### config.mk
export PLATFORM = sky130hd
export DESIGN_NAME = landing_sequence_controller
export DESIGN_NICKNAME = d
export VERILOG_FILES = /design/src/hw/rtl/lsc_pkg.sv /design/src/hw/rtl/lsc_serial_mul.sv /design/src/hw/rtl/landing_sequence_controller.sv
export SDC_FILE = /design/constraint.sdc
export NUM_CORES = 2
export LEC_CHECK = 0
export BUFFER_PORTS_ARGS = -buffer_cell sky130_fd_sc_hd__buf_4
export CAP_MARGIN = 25
export CORE_ASPECT_RATIO = 0.9
export CORE_MARGIN = 1.5
export CORE_UTILIZATION = 50
export CTS_CLUSTER_DIAMETER = 30
export DETAILED_ROUTE_END_ITERATION = 10
export PLACE_DENSITY = 0.76
export SETUP_SLACK_MARGIN = 0.3
export SYNTH_ARGS = -nofsm -noshare
export SYNTH_HDL_FRONTEND = slang
export SYNTH_HIERARCHICAL = 1
export SYNTH_SLANG_ARGS = --single-unit
### constraint.sdc
create_clock -name clk -period 9.55 [get_ports clk]
set_input_delay 1.4325 -clock clk [delete_from_list [all_inputs] [get_ports clk]]
set_output_delay 1.4325 -clock clk [all_outputs]
set_load 0.01 [all_outputs]
### src/hw/rtl/lsc_pkg.sv
`timescale 1ns / 1ps
// ----------------------------------------------------------------------------
// lsc_pkg
// Types, codes and saturating helpers shared by the landing sequence
// controller, its serial multiplier and its checker.
// ----------------------------------------------------------------------------
package lsc_pkg;

	localparam int unsigned QW       = 32;  // Q16.16 word
	localparam int unsigned TW       = 31;  // unsigned time word
	localparam int unsigned FRAC     = 16;
	localparam int unsigned PW       = QW + TW + 1;  // full product width
	localparam int unsigned CFG_IDX_W = 2;

	localparam logic [CFG_IDX_W-1:0] REG_DESCENT_SPEED   = 2'd0;
	localparam logic [CFG_IDX_W-1:0] REG_DESCENT_ACCEL   = 2'd1;
	localparam logic [CFG_IDX_W-1:0] REG_STILL_THRESHOLD = 2'd2;
	localparam logic [CFG_IDX_W-1:0] REG_CONFIRM_TIME    = 2'd3;

	localparam logic signed [QW-1:0] DESCENT_SPEED_RST   = -32'sd26214;
	localparam logic signed [QW-1:0] DESCENT_ACCEL_RST   = -32'sd13107;
	localparam logic signed [QW-1:0] STILL_THRESHOLD_RST = -32'sd6554;
	localparam logic [TW-1:0]        CONFIRM_TIME_RST    = 31'd65536;

	// 0.7 in unsigned Q15.16, sized as a time word
	localparam logic [TW-1:0] SEVEN_TENTHS = 31'd45875;

	typedef enum logic [2:0] {
		PH_START     = 3'd0,
		PH_PREDESC   = 3'd1,
		PH_DESCEND   = 3'd2,
		PH_UNCONFIRM = 3'd3,
		PH_GROUND    = 3'd4,
		PH_DISARMED  = 3'd5
	} phase_t;

	typedef enum logic [2:0] {
		SQ_IDLE,
		SQ_DISPATCH,
		SQ_LAUNCH,
		SQ_MUL,
		SQ_APPLY,
		SQ_PUSH
	} seq_t;

	typedef enum logic [1:0] {
		OP_VEL,
		OP_POS,
		OP_LIM
	} op_t;

	typedef struct packed {
		logic                 mode_accepted;
		logic                 guided_active;
		logic                 motors_armed;
		logic signed [QW-1:0] pos_x;
		logic signed [QW-1:0] pos_y;
		logic signed [QW-1:0] pos_z;
		logic signed [QW-1:0] heading;
		logic signed [QW-1:0] meas_vel_z;
		logic [TW-1:0]        elapsed;
	} in_item_t;

	typedef struct packed {
		logic [2:0]           stage;
		logic                 traj_valid;
		logic signed [QW-1:0] target_x;
		logic signed [QW-1:0] target_y;
		logic signed [QW-1:0] target_z;
		logic signed [QW-1:0] target_vel_z;
		logic signed [QW-1:0] target_acc_z;
		logic signed [QW-1:0] target_heading;
		logic                 want_guided;
		logic                 want_disarm;
		logic                 finished;
	} out_item_t;

	typedef struct packed {
		logic                 start;
		logic [TW-1:0]        a;
		logic signed [QW-1:0] b;
	} mul_req_t;

	typedef struct packed {
		logic                 done;
		logic signed [PW-1:0] prod;
	} mul_rsp_t;

	// floor(p / 2^16), saturated to a Q16.16 word
	function automatic logic signed [QW-1:0] sat_q16(input logic signed [PW-1:0] p);
		logic [PW-1:QW+FRAC-1] top;
		logic signed [QW-1:0]  res;
		top = p[PW-1:QW+FRAC-1];
		if (top == {(PW-QW-FRAC+1){p[PW-1]}}) begin
			res = p[QW+FRAC-1:FRAC];
		end else if (p[PW-1]) begin
			res = {1'b1, {(QW-1){1'b0}}};
		end else begin
			res = {1'b0, {(QW-1){1'b1}}};
		end
		return res;
	endfunction

	function automatic logic signed [QW-1:0] sat_add(input logic signed [QW-1:0] x,
		input logic signed [QW-1:0] y);
		logic signed [QW:0]   s;
		logic signed [QW-1:0] res;
		s = {x[QW-1], x} + {y[QW-1], y};
		if (s[QW] == s[QW-1]) begin
			res = s[QW-1:0];
		end else if (s[QW]) begin
			res = {1'b1, {(QW-1){1'b0}}};
		end else begin
			res = {1'b0, {(QW-1){1'b1}}};
		end
		return res;
	endfunction

endpackage

### src/hw/rtl/lsc_serial_mul.sv
`timescale 1ns / 1ps
// ----------------------------------------------------------------------------
// lsc_serial_mul
// Bit-serial shift-and-add multiplier: unsigned time word by signed Q16.16
// rate, one multiplier bit per cycle, full-width signed product.
// ----------------------------------------------------------------------------
module lsc_serial_mul (
	input  logic              clk,
	input  logic              arst_n,
	input  lsc_pkg::mul_req_t req,
	output lsc_pkg::mul_rsp_t rsp
);
	import lsc_pkg::*;

	localparam int unsigned CW = $clog2(TW);

	logic                 busy_q;
	logic                 done_q;
	logic [CW-1:0]        count_q;
	logic signed [QW-1:0] mcand_q;
	logic [TW-1:0]        mplier_q;
	logic signed [QW:0]   hi_q;
	logic signed [QW:0]   sum;

	assign sum = hi_q + (mplier_q[0] ? {mcand_q[QW-1], mcand_q} : '0);

	always_ff @(posedge clk or negedge arst_n) begin
		if (!arst_n) begin
			busy_q  <= 1'b0;
			done_q  <= 1'b0;
			count_q <= '0;
		end else begin
			done_q <= 1'b0;
			if (req.start) begin
				busy_q  <= 1'b1;
				count_q <= '0;
			end else if (busy_q) begin
				count_q <= count_q + 1'b1;
				if (count_q == CW'(TW - 1)) begin
					busy_q <= 1'b0;
					done_q <= 1'b1;
				end
			end
		end
	end

	// low product bits shift in behind the consumed multiplier bits
	always_ff @(posedge clk) begin
		if (req.start) begin
			hi_q     <= '0;
			mplier_q <= req.a;
			mcand_q  <= req.b;
		end else if (busy_q) begin
			hi_q     <= {sum[QW], sum[QW:1]};
			mplier_q <= {sum[0], mplier_q[TW-1:1]};
		end
	end

	assign rsp.done = done_q;
	assign rsp.prod = {hi_q, mplier_q};

endmodule

### src/hw/rtl/landing_sequence_controller.sv
`timescale 1ns / 1ps
// ----------------------------------------------------------------------------
// landing_sequence_controller
// Six-stage landing sequencer: guided request, pose capture, velocity ramp
// with height integration, touchdown detection and confirm, disarm, done.
// ----------------------------------------------------------------------------
// channel   direction  handshake                    payload
// item      in         item_valid / item_ready      lsc_pkg::in_item_t
// result    out        result_valid / result_ready  lsc_pkg::out_item_t
// cfg       in         cfg_write                    cfg_index, cfg_data
//
// One tick at a time. Start, predescend, ground and disarmed ticks skip the
// bit-serial multiplier; unconfirmed ticks pass through it once, descending
// ticks three times while the velocity ramps and twice once it is at speed.
// A finished result waits in the output register while the next tick is taken;
// a stalled result holds the sequencer before its push only.
// Reset clears the sequencer state, the setpoints and the registers to defaults.
// ----------------------------------------------------------------------------
module landing_sequence_controller (
	input  logic                             clk,
	input  logic                             arst_n,
	input  logic                             item_valid,
	output logic                             item_ready,
	input  lsc_pkg::in_item_t                item,
	output logic                             result_valid,
	input  logic                             result_ready,
	output lsc_pkg::out_item_t               result,
	input  logic                             cfg_write,
	input  logic [lsc_pkg::CFG_IDX_W-1:0]    cfg_index,
	input  logic [lsc_pkg::QW-1:0]           cfg_data
);
	import lsc_pkg::*;

	seq_t                 seq_q, seq_d;
	op_t                  op_q;
	phase_t               phase_q;
	in_item_t             item_q;
	out_item_t            result_q;
	logic                 result_valid_q;

	logic signed [QW-1:0] descent_speed_q;
	logic signed [QW-1:0] descent_accel_q;
	logic signed [QW-1:0] still_threshold_q;
	logic [TW-1:0]        confirm_time_q;

	logic signed [QW-1:0] set_pos_x_q, set_pos_y_q, set_pos_z_q;
	logic signed [QW-1:0] set_vel_z_q, set_acc_z_q, set_heading_q;
	logic [QW-1:0]        still_time_q;

	logic                 traj_q, wguided_q, wdisarm_q, fin_q;

	mul_req_t             mul_req;
	mul_rsp_t             mul_rsp;
	logic                 push;

	logic signed [QW-1:0] prod_q16;
	logic signed [QW-1:0] vel_sum, pos_sum;
	logic signed [PW-1:0] neg_prod;
	logic signed [QW:0]   lim, vz_ext, thr_ext, nthr_ext, diff;
	logic                 still;
	logic [QW:0]          st_sum;
	logic [QW-1:0]        st_next;

	lsc_serial_mul u_mul (
		.clk    (clk),
		.arst_n (arst_n),
		.req    (mul_req),
		.rsp    (mul_rsp)
	);

	assign prod_q16 = sat_q16(mul_rsp.prod);
	assign vel_sum  = sat_add(set_vel_z_q, prod_q16);
	assign pos_sum  = sat_add(set_pos_z_q, prod_q16);

	// limit is floor(-descent_speed * 0.7), always within a signed word
	assign neg_prod = -mul_rsp.prod;
	assign lim      = {neg_prod[QW+FRAC-1], neg_prod[QW+FRAC-1:FRAC]};
	assign vz_ext   = {item_q.meas_vel_z[QW-1], item_q.meas_vel_z};
	assign thr_ext  = {still_threshold_q[QW-1], still_threshold_q};
	assign nthr_ext = -thr_ext;
	assign diff     = vz_ext - {set_vel_z_q[QW-1], set_vel_z_q};
	assign still    = (vz_ext > thr_ext) && (vz_ext < nthr_ext) && (diff > lim);

	assign st_sum  = {1'b0, still_time_q} + {{(QW-TW+1){1'b0}}, item_q.elapsed};
	assign st_next = st_sum[QW] ? {QW{1'b1}} : st_sum[QW-1:0];

	// next state
	always_comb begin
		seq_d = seq_q;
		unique case (seq_q)
			SQ_IDLE: begin
				if (item_valid) seq_d = SQ_DISPATCH;
			end
			SQ_DISPATCH: begin
				if (phase_q == PH_DESCEND || phase_q == PH_UNCONFIRM) begin
					seq_d = SQ_LAUNCH;
				end else begin
					seq_d = SQ_PUSH;
				end
			end
			SQ_LAUNCH: seq_d = SQ_MUL;
			SQ_MUL: begin
				if (mul_rsp.done) seq_d = SQ_APPLY;
			end
			SQ_APPLY: begin
				seq_d = (op_q == OP_LIM) ? SQ_PUSH : SQ_LAUNCH;
			end
			SQ_PUSH: begin
				if (!result_valid_q || result_ready) seq_d = SQ_IDLE;
			end
			default: seq_d = SQ_IDLE;
		endcase
	end

	// outputs of the sequencer
	always_comb begin
		item_ready    = (seq_q == SQ_IDLE);
		push          = (seq_q == SQ_PUSH) && (!result_valid_q || result_ready);
		mul_req.start = (seq_q == SQ_LAUNCH);
		mul_req.a     = (op_q == OP_LIM) ? SEVEN_TENTHS : item_q.elapsed;
		unique case (op_q)
			OP_VEL:  mul_req.b = set_acc_z_q;
			OP_POS:  mul_req.b = set_vel_z_q;
			OP_LIM:  mul_req.b = descent_speed_q;
			default: mul_req.b = descent_speed_q;
		endcase
	end

	always_ff @(posedge clk or negedge arst_n) begin
		if (!arst_n) begin
			seq_q <= SQ_IDLE;
		end else begin
			seq_q <= seq_d;
		end
	end

	always_ff @(posedge clk) begin
		if (item_valid && item_ready) item_q <= item;
	end

	always_ff @(posedge clk or negedge arst_n) begin
		if (!arst_n) begin
			descent_speed_q   <= DESCENT_SPEED_RST;
			descent_accel_q   <= DESCENT_ACCEL_RST;
			still_threshold_q <= STILL_THRESHOLD_RST;
			confirm_time_q    <= CONFIRM_TIME_RST;
		end else if (cfg_write) begin
			unique case (cfg_index)
				REG_DESCENT_SPEED:   descent_speed_q   <= cfg_data;
				REG_DESCENT_ACCEL:   descent_accel_q   <= cfg_data;
				REG_STILL_THRESHOLD: still_threshold_q <= cfg_data;
				REG_CONFIRM_TIME:    confirm_time_q    <= cfg_data[TW-1:0];
				default: ;
			endcase
		end
	end

	always_ff @(posedge clk or negedge arst_n) begin
		if (!arst_n) begin
			op_q          <= OP_VEL;
			phase_q       <= PH_START;
			set_pos_x_q   <= '0;
			set_pos_y_q   <= '0;
			set_pos_z_q   <= '0;
			set_vel_z_q   <= '0;
			set_acc_z_q   <= '0;
			set_heading_q <= '0;
			still_time_q  <= '0;
			traj_q        <= 1'b0;
			wguided_q     <= 1'b0;
			wdisarm_q     <= 1'b0;
			fin_q         <= 1'b0;
		end else begin
			unique case (seq_q)
				SQ_IDLE: begin
					traj_q    <= 1'b0;
					wguided_q <= 1'b0;
					wdisarm_q <= 1'b0;
					fin_q     <= 1'b0;
				end
				SQ_DISPATCH: begin
					unique case (phase_q)
						PH_START: begin
							wguided_q <= 1'b1;
							if (item_q.mode_accepted) phase_q <= PH_PREDESC;
						end
						PH_PREDESC: begin
							set_pos_x_q   <= item_q.pos_x;
							set_pos_y_q   <= item_q.pos_y;
							set_pos_z_q   <= item_q.pos_z;
							set_vel_z_q   <= '0;
							set_acc_z_q   <= descent_accel_q;
							set_heading_q <= item_q.heading;
							phase_q <= item_q.guided_active ? PH_DESCEND : PH_START;
						end
						PH_DESCEND: begin
							traj_q <= 1'b1;
							if (set_vel_z_q > descent_speed_q) begin
								op_q <= OP_VEL;
							end else begin
								op_q        <= OP_POS;
								set_acc_z_q <= '0;
							end
						end
						PH_UNCONFIRM: begin
							still_time_q <= st_next;
							op_q         <= OP_LIM;
						end
						PH_GROUND: begin
							wdisarm_q <= 1'b1;
							if (!item_q.motors_armed) phase_q <= PH_DISARMED;
						end
						PH_DISARMED: begin
							fin_q <= 1'b1;
						end
						default: phase_q <= PH_START;
					endcase
				end
				SQ_APPLY: begin
					unique case (op_q)
						OP_VEL: begin
							set_vel_z_q <= vel_sum;
							op_q        <= OP_POS;
						end
						OP_POS: begin
							set_pos_z_q <= pos_sum;
							op_q        <= OP_LIM;
						end
						default: begin
							if (phase_q == PH_DESCEND && still) begin
								still_time_q <= '0;
								phase_q      <= PH_UNCONFIRM;
							end else if (phase_q == PH_UNCONFIRM && still &&
								still_time_q > {1'b0, confirm_time_q}) begin
								phase_q <= PH_GROUND;
							end
						end
					endcase
				end
				default: ;
			endcase
		end
	end

	always_ff @(posedge clk or negedge arst_n) begin
		if (!arst_n) begin
			result_valid_q <= 1'b0;
		end else if (push) begin
			result_valid_q <= 1'b1;
		end else if (result_ready) begin
			result_valid_q <= 1'b0;
		end
	end

	always_ff @(posedge clk) begin
		if (push) begin
			result_q.stage          <= phase_q;
			result_q.traj_valid     <= traj_q;
			result_q.target_x       <= set_pos_x_q;
			result_q.target_y       <= set_pos_y_q;
			result_q.target_z       <= set_pos_z_q;
			result_q.target_vel_z   <= set_vel_z_q;
			result_q.target_acc_z   <= set_acc_z_q;
			result_q.target_heading <= set_heading_q;
			result_q.want_guided    <= wguided_q;
			result_q.want_disarm    <= wdisarm_q;
			result_q.finished       <= fin_q;
		end
	end

	assign result_valid = result_valid_q;
	assign result       = result_q;

endmodule

==> flow_summary.toml <==
[status]
status = "complete, no violations"

[synthesis]
synth_common_cells = "edfxtp_1 (456), ha_1 (322), nand2_1 (318)"
syn_inst = 4022
yosysMostFrequentCell = "edfxtp_1"
ys.flop_type = "edfxtp_1"
yosys-top-cells-area = "edfxtp_1 (30%), dfrtp_1 (16%), ha_1 (8.9%)"
synth_top_cell_area_share_pct = 30.09
ys_seq_elements = 859
syn-cell-area_sq_mm = 0.04550
yosys_warnings = 6
synth.distinct_cells = 94
synth_area_per_cell_sq_um = 11.31
yosysTopAreaCell = "edfxtp_1"
synthArstFlopShare_pct = 43.19
syn_nets = 4582
synth_edf_count = 456
seq_area_frac_synth_pct = 52.11

[power]
p_comb_share_pct = 39.5
power.static_leakage_nw = 23.52
vdd_drop_max_v = 0.0002297
switching_share_pct = 37.79
pwr-share-seq_pct = 30.3
power_mw = 20.31
p_switching_mw = 7.675
p_clk_share_pct = 30.2
power.density_mw_per_mm2 = 361.5
internal_power_mw = 12.64

[clocking]
cts_max_path_buffers = 3
cts_tree = "built"
cts_resized = 0
clkTransAtPathRegs_ns = 0.05
cts_setup_buffers = 0
clk_latency_ns = 0.77
ctsHoldBuffers = 0
cts_root_buf = "clkbuf_16"
numClockSinks = 859
numCtsBuffers = 172
htreeDepth = 4

[die]
initial_core_util_pct = 50.68
coreArea_sq_mm = 0.08979
rows = 104
fp.dieW_um = 321.0
ios = 434
die_h_um = 289.2
die_area_sq_mm = 0.09283

[worst_setup_path]
worstPathCellList = "nor4_1, nand4_1, or3_1, nor4_4, nand2b_2, or3_1, or3_1, o41ai_2, nand2_1, ha_1, nand4_1, nor4_1, nand3_1, a31o_2, and4_1, a211oi_1, nand4_1, or4_1, a32o_1"
path_class = "reg2reg"
start_kind = "flip-flop"
end_kind = "flip-flop"
cp.required_ns = 10.19
cp.arrival_ns = 7.89
cp_max_fo = 33
path_buf_inv = 0
path_delay_family = "simple AND/OR/NAND/NOR gates"
cp-startpoint = "u_mul/mplier_q[0]$_DFFE_PP_"
crit-reg2reg-launch = "u_mul/mplier_q[0]$_DFFE_PP_"
crit_path_max_incr_delay_ns = 0.79
cp_slowest_cell = "edfxtp_1"

[timing]
setup_violations = 0
fin_skew_ns = 0.06549
max_freq_ghz = 0.1381
hold_ws_ns = 0.4300
hold_viol = 0
fin_tns_setup_ns = 0
rsz0062_at_grt = "false"
slew_headroom_pct = 33.30
finalCritPeriodShare_pct = 75.85
worstMarginPinSlew_ns = 1.000
drv_slew = 0
post-route-min-period_ns = 7.243

[final_layout]
fillers = 6932
utilization_pct = 62.57
syn_to_final_growth_pct = 23.46
nets = 5074
drive_above_1_share_pct = 24.98
largest_reg_flops = 199

[flow_run]
cap_violations = 0

[placement]
place.gp.congestion = 0.9319
portBuffers = 433
dp_hpwl_mm = 96.34

[route]
drc = 0
vias_per_cell = 5.923
vias = 34560
detail-route-antenna-nets = 0
totalWireLength_mm = 134.7
wire_per_inst_um = 23.08
drtIter0Drc = 2937
drtPass1Iterations = 5

[global_route]
grt_first_pass_wirelength_mm = 201.0
grt_pass1_vias = 34070
grt_overflow_total = 0
grtUsageTotal_pct = 28.45
antenna_found_initial = 11
grt_max_degree = 140

[hold_path]
hold_path.class = "reg2reg"
worstHoldStart = "traj_q$_DFFE_PN0P_"
==> final timing paths <==
path / endpoint / slack (ns) / depth (start not counted)
max: phase_q[1]$_DFFE_PN0P_ / 2.31 / 19
max reg2reg: phase_q[1]$_DFFE_PN0P_ / 2.31 / 19
max in group asynchronous: op_q[1]$_DFFE_PN0P_ / 7.39 / 2
min: result[195]$_DFFE_PP_ / 0.43 / 0
min in group asynchronous: set_pos_x_q[7]$_DFFE_PN0P_ / 0.67 / 1
min reg2reg: result[195]$_DFFE_PP_ / 0.43 / 0
==> worst register-to-register path, delay by kind of cell (launching register included) <==
kind,cells,cell delay (ns)
and+or+nand+nor,14,4.53
AOI/OAI and AO/OA,4,1.55
DFF,1,0.79
adders and majority gates,1,0.28
==> metal layers <==
layer	wire length [um]	vias to the layer above	global-route usage, %
met5	42	-	0
met4	5997	6	13.74
met3	9614	328	5.858
met2	63510	1305	45.64
met1	55530	16940	37.02
li1	-	15980	-
==> power by group through the flow <==
stage / Combinational (mW) / Clock (mW) / Sequential, mW
after floorplan: 5.89 / 0 / 5.85
after detailed placement: 7.79 / 0 / 6.18
after CTS: 7.89 / 6.19 / 6.14
final: 8.03 / 6.13 / 6.16
after global routing: 8.86 / 6.38 / 6.25
after global placement: 7.60 / 0 / 6.13
==> metrics by stage <==
stage	instances	setup WS, ns	cell area [sq um]
after floorplan	4022	2.379	45510
after global placement	5499	2.629	49980
after detailed placement	5500	2.404	50000
after CTS	5824	2.359	56040
after global routing	5832	1.918	56170
final	5835	2.307	56180
==> area by class of cell <==
cell class                      instances  area [sq um]  area share, %
Multi-Input combinational cell       2818         20530          36.55
Sequential cell                       859         23710          42.21
Clock buffer                          206          4668          8.310
Antenna cell                            5         12.51        0.02227
Timing Repair Buffer                  479          3732          6.644
Clock inverter                        118          1371          2.441
Inverter                              184         690.7          1.229
Tap cell                             1166          1459          2.597
==> placed cells by master, fill, tap and decap left out, drive strengths merged, types with 16 or more instances in the layout <==
cell	netlist	routed
a211oi	45	45
a21o	90	90
a21oi	257	257
a22oi	36	36
a31oi	25	25
and2	63	63
and3	61	61
buf	26	479
bufinv	0	16
clkbuf	135	206
clkinv	1	56
clkinvlp	0	24
dfrtp	296	296
dfstp	75	75
dfxtp	32	32
edfxtp	456	456
ha	322	322
inv	183	206
mux2	257	257
mux2i	43	43
nand2	318	318
nand2b	40	40
nand3	71	71
nand4	47	47
nor2	188	188
nor2b	28	28
nor3	80	80
nor3b	37	37
nor4	29	29
o211ai	25	25
o21a	72	72
o21ai	250	250
o21bai	20	20
o22ai	16	16
o2bb2ai	30	30
or2	18	18
or3	31	31
xnor2	110	110
xor2	58	58
==> cell families (layout without fill, tap and decap cells) <==
family / after synthesis / after routing / synth area share [%]
compound gates: 984 / 984 / 13.92
xor+xnor: 168 / 168 / 3.234
fa+ha+maj: 328 / 328 / 9.096
buf+inv: 345 / 987 / 2.939
flops: 859 / 859 / 52.11
mux: 300 / 300 / 7.306
other cells: 0 / 5 / 0
simple gates: 1038 / 1038 / 11.40
Note: power is estimated with default switching activity, not from simulation.
